`src/glbw_pkg.sv`:
```
// Package for the graphic LCD bus writer: item structs, command and phase
// codes, and fixed constants. No dependencies.
`default_nettype none

package glbw_pkg;

  localparam int unsigned QUEUE_DEPTH = 2;

  localparam logic [7:0] STATUS_MASK       = 8'h90;
  localparam logic [7:0] PHASE_TICKS_RESET = 8'd16;
  localparam logic [7:0] COUNT_MAX         = 8'hFF;
  localparam logic [7:0] MIN_LIMIT         = 8'd1;

  typedef enum logic [2:0] {
    PH_IDLE        = 3'd0,
    PH_POLL_SETUP  = 3'd1,
    PH_POLL_HIGH   = 3'd2,
    PH_POLL_LOW    = 3'd3,
    PH_WRITE_SETUP = 3'd4,
    PH_WRITE_HIGH  = 3'd5,
    PH_WRITE_LOW   = 3'd6
  } phase_e;

  typedef enum logic {
    CMD_TICK    = 1'b0,
    CMD_REQUEST = 1'b1
  } cmd_kind_e;

  typedef struct packed {
    logic       mode;
    logic       chip;
    logic       is_data;
    logic [7:0] data_byte;
    logic [7:0] bus_in;
  } in_item_t;

  typedef struct packed {
    logic       chip_sel_one;
    logic       chip_sel_two;
    logic       enable_pin;
    logic       read_not_write;
    logic       data_not_instr;
    logic [7:0] bus_out;
    logic       bus_drive;
    logic       ready_res;
    logic       done_res;
  } out_item_t;

  typedef struct packed {
    cmd_kind_e  kind;
    logic       chip;
    logic       is_data;
    logic [7:0] data_byte;
    logic [7:0] bus_in;
  } cmd_t;

  typedef struct packed {
    logic full;
    logic empty;
  } queue_status_t;

endpackage

`default_nettype wire

```
`src/glbw_if.sv`:
```
// Valid/ready channel interfaces for input and result items.
// Depends on glbw_pkg.
`default_nettype none

interface glbw_in_if;
  logic               valid;
  logic               ready;
  glbw_pkg::in_item_t data;

  modport source (output valid, output data, input ready);
  modport sink (input valid, input data, output ready);
endinterface

interface glbw_out_if;
  logic                valid;
  logic                ready;
  glbw_pkg::out_item_t data;

  modport source (output valid, output data, input ready);
  modport sink (input valid, input data, output ready);
endinterface

`default_nettype wire

```
`src/graphic_lcd_bus_writer.sv`:
```
// Channel   Dir  Handshake          Payload
// in_i      in   valid/ready        mode, chip, is_data, data_byte, bus_in
// out_o     out  valid/ready        pin levels, ready_res, done_res
// cfg       in   cfg_we_i           cfg_wdata_i = phase_ticks
//
// One item per cycle unless out_o stalls; each goes via queue, output register.
// The two-entry command queue keeps in_i ready while out_o stalls, until full.
// Asynchronous active-low reset: idle, phase_ticks 16, queue and outputs empty.
// Top level of the graphic LCD bus writer; depends on glbw_pkg, glbw_if,
// glbw_front, glbw_queue and glbw_engine.
`default_nettype none

module graphic_lcd_bus_writer (
  input  logic       clk_i,
  input  logic       rst_ni,
  glbw_in_if.sink    in_i,
  glbw_out_if.source out_o,
  input  logic       cfg_we_i,
  input  logic [7:0] cfg_wdata_i
);
  import glbw_pkg::*;

  logic          push;
  cmd_t          push_cmd;
  logic          pop;
  cmd_t          pop_cmd;
  queue_status_t q_status;

  glbw_front u_front (
    .in_i       (in_i),
    .q_status_i (q_status),
    .push_o     (push),
    .cmd_o      (push_cmd)
  );

  glbw_queue u_queue (
    .clk_i      (clk_i),
    .rst_ni     (rst_ni),
    .push_i     (push),
    .push_cmd_i (push_cmd),
    .pop_i      (pop),
    .pop_cmd_o  (pop_cmd),
    .status_o   (q_status)
  );

  glbw_engine u_engine (
    .clk_i       (clk_i),
    .rst_ni      (rst_ni),
    .cfg_we_i    (cfg_we_i),
    .cfg_wdata_i (cfg_wdata_i),
    .cmd_i       (pop_cmd),
    .empty_i     (q_status.empty),
    .pop_o       (pop),
    .out_o       (out_o)
  );

`ifndef SYNTHESIS
  assert property (@(posedge clk_i) disable iff (!rst_ni)
    out_o.valid && out_o.data.done_res |-> out_o.data.ready_res && !out_o.data.bus_drive)
    else $error("done without returning to idle");

  assert property (@(posedge clk_i) disable iff (!rst_ni)
    out_o.valid && out_o.data.bus_drive |-> !out_o.data.read_not_write)
    else $error("bus driven during status poll");

  assert property (@(posedge clk_i) disable iff (!rst_ni)
    out_o.valid |-> !(out_o.data.chip_sel_one && out_o.data.chip_sel_two))
    else $error("both chip selects active");

  assert property (@(posedge clk_i) disable iff (!rst_ni)
    q_status.full && !pop |=> !q_status.empty)
    else $error("queue lost commands while stalled");
`endif

endmodule

`default_nettype wire

```
`src/glbw_front.sv`:
```
// Front end: accepts input items and classifies them into tick or request
// commands for the queue. Depends on glbw_pkg and glbw_if.
`default_nettype none

module glbw_front (
  glbw_in_if.sink                 in_i,
  input  glbw_pkg::queue_status_t q_status_i,
  output logic                    push_o,
  output glbw_pkg::cmd_t          cmd_o
);
  import glbw_pkg::*;

  always_comb begin
    in_i.ready      = !q_status_i.full;
    push_o          = in_i.valid && !q_status_i.full;
    cmd_o.kind      = in_i.data.mode ? CMD_REQUEST : CMD_TICK;
    cmd_o.chip      = in_i.data.chip;
    cmd_o.is_data   = in_i.data.is_data;
    cmd_o.data_byte = in_i.data.data_byte;
    cmd_o.bus_in    = in_i.data.bus_in;
  end

endmodule

`default_nettype wire

```
`src/glbw_queue.sv`:
```
// Short command queue between front end and bus engine.
// Depends on glbw_pkg.
`default_nettype none

module glbw_queue (
  input  logic                    clk_i,
  input  logic                    rst_ni,
  input  logic                    push_i,
  input  glbw_pkg::cmd_t          push_cmd_i,
  input  logic                    pop_i,
  output glbw_pkg::cmd_t          pop_cmd_o,
  output glbw_pkg::queue_status_t status_o
);
  import glbw_pkg::*;

  localparam int unsigned PtrW = (QUEUE_DEPTH > 1) ? $clog2(QUEUE_DEPTH) : 1;
  localparam int unsigned CntW = $clog2(QUEUE_DEPTH + 1);
  localparam logic [PtrW-1:0] LastPtr = PtrW'(QUEUE_DEPTH - 1);
  localparam logic [CntW-1:0] FullCnt = CntW'(QUEUE_DEPTH);

  cmd_t            mem_q [QUEUE_DEPTH];
  logic [PtrW-1:0] wr_ptr_q, wr_ptr_d;
  logic [PtrW-1:0] rd_ptr_q, rd_ptr_d;
  logic [CntW-1:0] count_q, count_d;

  always_comb begin
    wr_ptr_d = wr_ptr_q;
    rd_ptr_d = rd_ptr_q;
    count_d  = count_q;
    if (push_i) begin
      wr_ptr_d = (wr_ptr_q == LastPtr) ? '0 : wr_ptr_q + 1'b1;
    end
    if (pop_i) begin
      rd_ptr_d = (rd_ptr_q == LastPtr) ? '0 : rd_ptr_q + 1'b1;
    end
    if (push_i && !pop_i) begin
      count_d = count_q + 1'b1;
    end else if (pop_i && !push_i) begin
      count_d = count_q - 1'b1;
    end
    status_o.full  = (count_q == FullCnt);
    status_o.empty = (count_q == '0);
    pop_cmd_o      = mem_q[rd_ptr_q];
  end

  always_ff @(posedge clk_i) begin
    if (push_i) begin
      mem_q[wr_ptr_q] <= push_cmd_i;
    end
  end

  always_ff @(posedge clk_i or negedge rst_ni) begin
    if (!rst_ni) begin
      wr_ptr_q <= '0;
      rd_ptr_q <= '0;
      count_q  <= '0;
    end else begin
      wr_ptr_q <= wr_ptr_d;
      rd_ptr_q <= rd_ptr_d;
      count_q  <= count_d;
    end
  end

endmodule

`default_nettype wire

```
`src/glbw_engine.sv`:
```
// Bus engine: phase sequencer for status poll and write, phase_ticks
// register and the result output register. Depends on glbw_pkg and glbw_if.
`default_nettype none

module glbw_engine (
  input  logic           clk_i,
  input  logic           rst_ni,
  input  logic           cfg_we_i,
  input  logic [7:0]     cfg_wdata_i,
  input  glbw_pkg::cmd_t cmd_i,
  input  logic           empty_i,
  output logic           pop_o,
  glbw_out_if.source     out_o
);
  import glbw_pkg::*;

  phase_e     phase_q, phase_d;
  logic [7:0] count_q, count_d;
  logic       chip_q, chip_d;
  logic       is_data_q, is_data_d;
  logic [7:0] byte_q, byte_d;
  logic       busy_q, busy_d;
  logic [7:0] ticks_q;
  logic       out_valid_q, out_valid_d;
  out_item_t  out_data_q, out_data_d;

  logic [7:0] limit;
  logic [7:0] count_inc;
  logic       done;
  logic       polling;
  logic       writing;
  out_item_t  res;

  always_comb begin
    phase_d   = phase_q;
    count_d   = count_q;
    chip_d    = chip_q;
    is_data_d = is_data_q;
    byte_d    = byte_q;
    busy_d    = busy_q;
    done      = 1'b0;
    limit     = (ticks_q == '0) ? MIN_LIMIT : ticks_q;
    count_inc = (count_q == COUNT_MAX) ? count_q : count_q + 8'd1;
    pop_o     = !empty_i && (!out_valid_q || out_o.ready);

    if (pop_o) begin
      unique case (cmd_i.kind)
        CMD_REQUEST: begin
          if (phase_q == PH_IDLE) begin
            chip_d    = cmd_i.chip;
            is_data_d = cmd_i.is_data;
            byte_d    = cmd_i.data_byte;
            busy_d    = 1'b1;
            count_d   = '0;
            phase_d   = PH_POLL_SETUP;
          end
        end
        CMD_TICK: begin
          if (phase_q != PH_IDLE) begin
            if (count_inc < limit) begin
              count_d = count_inc;
            end else begin
              count_d = '0;
              unique case (phase_q)
                PH_POLL_SETUP:  phase_d = PH_POLL_HIGH;
                PH_POLL_HIGH: begin
                  busy_d  = |(cmd_i.bus_in & STATUS_MASK);
                  phase_d = PH_POLL_LOW;
                end
                PH_POLL_LOW:    phase_d = busy_q ? PH_POLL_SETUP : PH_WRITE_SETUP;
                PH_WRITE_SETUP: phase_d = PH_WRITE_HIGH;
                PH_WRITE_HIGH:  phase_d = PH_WRITE_LOW;
                PH_WRITE_LOW: begin
                  phase_d = PH_IDLE;
                  done    = 1'b1;
                end
                default:        phase_d = PH_IDLE;
              endcase
            end
          end
        end
        default: ;
      endcase
    end

    polling = (phase_d == PH_POLL_SETUP) || (phase_d == PH_POLL_HIGH)
           || (phase_d == PH_POLL_LOW);
    writing = (phase_d == PH_WRITE_SETUP) || (phase_d == PH_WRITE_HIGH)
           || (phase_d == PH_WRITE_LOW);

    res.chip_sel_one   = (polling || writing) && !chip_d;
    res.chip_sel_two   = (polling || writing) && chip_d;
    res.enable_pin     = (phase_d == PH_POLL_HIGH) || (phase_d == PH_WRITE_HIGH);
    res.read_not_write = polling;
    res.data_not_instr = writing && is_data_d;
    res.bus_out        = writing ? byte_d : '0;
    res.bus_drive      = writing;
    res.ready_res      = !(polling || writing);
    res.done_res       = done;

    if (pop_o) begin
      out_valid_d = 1'b1;
      out_data_d  = res;
    end else begin
      out_valid_d = out_valid_q && !out_o.ready;
      out_data_d  = out_data_q;
    end

    out_o.valid = out_valid_q;
    out_o.data  = out_data_q;
  end

  always_ff @(posedge clk_i or negedge rst_ni) begin
    if (!rst_ni) begin
      phase_q     <= PH_IDLE;
      count_q     <= '0;
      chip_q      <= 1'b0;
      is_data_q   <= 1'b0;
      byte_q      <= '0;
      busy_q      <= 1'b1;
      ticks_q     <= PHASE_TICKS_RESET;
      out_valid_q <= 1'b0;
    end else begin
      phase_q     <= phase_d;
      count_q     <= count_d;
      chip_q      <= chip_d;
      is_data_q   <= is_data_d;
      byte_q      <= byte_d;
      busy_q      <= busy_d;
      out_valid_q <= out_valid_d;
      if (cfg_we_i) begin
        ticks_q <= cfg_wdata_i;
      end
    end
  end

  always_ff @(posedge clk_i) begin
    out_data_q <= out_data_d;
  end

endmodule

`default_nettype wire

```
`src/flat_wrapper.sv`:
```
// flat-port wrapper written by rule: the top's interface ports become plain ports
module graphic_lcd_bus_writer_flat import glbw_pkg::*;
  (clk_i, rst_ni, cfg_we_i, cfg_wdata_i, in_i_valid, in_i_data, in_i_ready, out_o_valid, out_o_data, out_o_ready);
  glbw_in_if in_i_i ();
  glbw_out_if out_o_i ();
  input  logic clk_i;
  input  logic rst_ni;
  input  logic cfg_we_i;
  input  logic [7:0] cfg_wdata_i;
  input wire logic [$bits(in_i_i.valid)-1:0] in_i_valid;
  input wire logic [$bits(in_i_i.data)-1:0] in_i_data;
  output wire logic [$bits(in_i_i.ready)-1:0] in_i_ready;
  output wire logic [$bits(out_o_i.valid)-1:0] out_o_valid;
  output wire logic [$bits(out_o_i.data)-1:0] out_o_data;
  input wire logic [$bits(out_o_i.ready)-1:0] out_o_ready;
  assign in_i_i.valid = in_i_valid;
  assign in_i_i.data = in_i_data;
  assign in_i_ready = in_i_i.ready;
  assign out_o_valid = out_o_i.valid;
  assign out_o_data = out_o_i.data;
  assign out_o_i.ready = out_o_ready;
  graphic_lcd_bus_writer u_core (.clk_i(clk_i), .rst_ni(rst_ni), .in_i(in_i_i), .out_o(out_o_i), .cfg_we_i(cfg_we_i), .cfg_wdata_i(cfg_wdata_i));
endmodule
```
`config.mk`:
```
export PLATFORM = sky130hd
export DESIGN_NAME = graphic_lcd_bus_writer_flat
export DESIGN_NICKNAME = d
export VERILOG_FILES = /design/src/glbw_pkg.sv /design/src/glbw_if.sv /design/src/graphic_lcd_bus_writer.sv /design/src/glbw_front.sv /design/src/glbw_queue.sv /design/src/glbw_engine.sv /design/src/flat_wrapper.sv
export SDC_FILE = /design/constraint.sdc
export NUM_CORES = 1
export LEC_CHECK = 0
export BUFFER_PORTS_ARGS = -buffer_cell sky130_fd_sc_hd__buf_4
export CORE_ASPECT_RATIO = 0.9
export CORE_MARGIN = 10
export CORE_UTILIZATION = 57
export CTS_CLUSTER_DIAMETER = 200
export DETAILED_ROUTE_END_ITERATION = 8
export GPL_TIMING_DRIVEN = 0
export PLACE_DENSITY_LB_ADDON = 0.3
export SETUP_SLACK_MARGIN = 0.5
export SKIP_CTS_REPAIR_TIMING = 1
export SYNTH_ARGS = -nofsm -noshare
export SYNTH_HDL_FRONTEND = slang
export SYNTH_SLANG_ARGS = --single-unit
```
`constraint.sdc`:
```
create_clock -name clk_i -period 5 [get_ports clk_i]
set_clock_uncertainty 0.2 [all_clocks]
set_input_delay 0.25 -clock clk_i [delete_from_list [all_inputs] [get_ports clk_i]]
set_output_delay 0.25 -clock clk_i [all_outputs]
set_load 0.02 [all_outputs]
```
==> results.cfg <==
[final_layout]
syn_to_final_growth_pct = 25.2
final_util_pct = 75.4
n_antenna_cell = 0
drive_gt1_share_pct = 21.6
nets = 407

[cts]
clock-sinks = 77
cts_root_buffer = clkbuf_8
clockBufferDepth = 2
cts_buffers = 9
clk_pin_slew_ns = 0.08
clock_latency_ns = 0.35
cts.htree.levels = 3
cts_tree = built

[floorplanning]
fp-row-count = 26
start_util_pct = 60.2
die_h_um = 94.2
ios = 50
coreArea_um2 = 5790
fp.dieArea_um2 = 9650
die_w_um = 102

[drt]
postRouteAntennaNets = 0
drt_wl_total_mm = 7.22
via_count = 2459
wl_per_cell_um = 16.4
dr.first_iter.drc_count = 126
vias_per_cell = 5.58
drc = 0
dr.pass1.iters = 4

[sta]
final.period_utilization_pct = 78.4
layout_setup_ws_ns = 1.08
setup_tns_ns = 0
rsz0062_at_grt = false
hold_ws_ns = -0.0157
timing.slew.headroom_pct = 27.7
hold_viol_final = 1
setup_viol = 0
drv_slew = 0
min_period_ns = 3.92
max_freq_ghz = 0.255
worst_pin_slew_ns = 1.08

[logic_synthesis]
synth.yosys.seq_area_share_pct = 61.4
synth_edf_count = 42
synthCells = 285
ys_ff_latch = 77
syn_area_um2 = 3490
synth-main-ff-cell = edfxtp_1
async_flop_share_pct = 45.5
synth_cell_types = 50
synthesis.nets = 326
syn_area_per_cell_um2 = 12.2
yosysWarnings = 0

[power]
p_total_mw = 2.16
leakage_nw = 1.87
ir_worst_vdd_mv = 0.394
p_per_area_nw_per_um2 = 496

[global_routing]
grt_usage_pct = 14.3
overflow = 0
grt_pass1_wl_mm = 10.8
antenna_found_initial = 0
grt_max_degree = 36
grt_pass1_vias = 2362

[worst_setup_path]
cp.arrival_ns = 3.93
cp_max_fo = 10
path_class = flop to flop
cp-end-kind = flop
rrSetupSlack_ns = 1.08
start_kind = flop
cp.required_ns = 5.01

[placement]
port_buffers = 43
gp_congestion = 0.891
dp_hpwl_mm = 4.71
dpl_worst_slack_ns = 1.14

[flow_run]
cap_violations = 0

[outcome]
status = complete, but fails checks
violations = negative hold slack

[min_path]
hold_class = primary input to flop
[kinds of logic (layout without fill, tap and decap cells)]
kind of cell	after synthesis	after routing	synth area share, %
mux	17	17	5.13
buf+inv	21	107	2.40
compound gates	59	59	12.2
flops	77	77	61.4
xor+xnor	10	10	2.51
fa+ha+maj	9	9	3.23
simple gates	92	92	13.1
[registers in the layout, summed over array words and instances, names as in the netlist, 2 cells and up]
| name | cells |
|---|---|
| u_core.u_engine.out_o.data | 16 |
| u_core.u_engine.count_q | 8 |
| u_core.u_engine.phase_q | 3 |
| u_core.u_engine.byte_q | 8 |
| u_core.u_engine.ticks_q | 8 |
| u_core.u_queue.mem_q | 26 |
| u_core.u_queue.count_q | 2 |
[placed cells by master, fill, tap and decap left out, types with 2 or more instances in the layout]
master,synthesis,routed
xor2_1,4,4
nor3_2,2,2
dlygate4sd3_1,0,26
nor3_1,5,5
xnor2_1,6,6
mux2_2,3,3
o21bai_1,3,3
a211oi_1,3,3
nand2_1,23,23
inv_1,13,13
and2_1,9,9
dfrtp_1,33,33
buf_4,1,44
nor2_1,28,27
nand3_1,6,6
nand2b_1,3,3
mux2i_1,13,13
clkbuf_1,5,6
a31oi_1,3,3
ha_1,9,9
a22o_1,7,7
edfxtp_1,42,42
or2_2,2,2
o21ai_0,13,13
clkbuf_8,0,9
clkinv_2,0,3
a21oi_1,17,17
dfstp_2,2,2
nor3b_1,2,2
and3_1,5,5
[through the flow]
| step | instance area, µm² | instances |
|---|---|---|
| 4_1_cts | 4110 | 415 |
| 3_3_place_gp | 3900 | 398 |
| 3_5_place_dp | 3920 | 399 |
| 2_1_floorplan | 3490 | 285 |
| 6_report | 4370 | 441 |
| 5_1_grt | 4370 | 441 |
[power by group]
part / switching (mW) / total (mW) / internal, mW / leakage (nW)
clock network: 0.226 / 0.456 / 0.231 / 0.100
registers: 0.0683 / 0.949 / 0.881 / 0.825
logic: 0.456 / 0.759 / 0.303 / 0.943
[synthesized netlist by cell type (all sizes together) (4+ instances only)]
cell	number	share of area [%]
ha	9	3.2
and2	9	1.6
and3	5	0.90
nand3	6	0.86
xnor2	6	1.5
o21ai	15	2.3
nand2	23	2.5
xor2	4	1.0
a21oi	17	2.4
dfrtp	33	24
mux2i	13	3.7
edfxtp	42	36
nor3	7	1.3
inv	13	1.4
mux2	4	1.4
nor2	28	3.0
a22o	7	1.8
a211oi	4	1.2
clkbuf	5	0.54
[critical path, cell delays in order, from the launching register on]
cell,delay [ns]
dfrtp_1,0.46
ha_1,0.26
nand3_1,0.14
nor2_1,0.22
nand2_1,0.19
mux2_2,0.33
ha_1,0.30
o21ai_0,0.11
a211o_1,0.30
o21a_2,0.24
o41ai_4,0.47
a21boi_4,0.38
and2_1,0.19
[path summary, 6_finish.rpt]
kind | start | endpoint | cells after the start
min in group asynchronous | rst_ni | u_core.u_engine.count_q[0]$_DFFE_PN0P_ | 2
max in group asynchronous | rst_ni | u_core.u_engine.busy_q$_DFFE_PN1P_ | 2
worst max register to register | u_core.u_engine.count_q[0]$_DFFE_PN0P_ | u_core.u_engine.out_o.data[10]$_SDFFCE_PN0P_ | 12
worst min register to register | u_core.u_queue.count_q[1]$_DFFE_PN0P_ | u_core.u_queue.count_q[1]$_DFFE_PN0P_ | 1
worst min-delay path | cfg_we_i | u_core.u_engine.ticks_q[1]$_DFFE_PN0P_ | 3
worst max-delay path | u_core.u_engine.count_q[0]$_DFFE_PN0P_ | u_core.u_engine.out_o.data[10]$_SDFFCE_PN0P_ | 12
[layout make-up]
type	instances	area, µm²
flip-flops and latches	77	2140
fillers	364	1430
multi-input cells	187	1270
repair buffers	70	598
clock buffers	10	128
well taps	70	87.6
clock inverters	6	62.6
inverters	13	48.8
plain buffers	8	35.0
[routing by layer]
layer | track usage (%) | wire [µm] | share of wire [%] | vias up
li1 | - | - | - | 1191
met1 | 18.2 | 3070 | 42 | 1166
met2 | 21.9 | 3460 | 48 | 90
met3 | 4.12 | 536 | 7.4 | 12
met4 | 6.46 | 157 | 2.2 | 0
met5 | 0 | 0 | 0 | -
No activity file was read; power rests on OpenSTA's default activity.
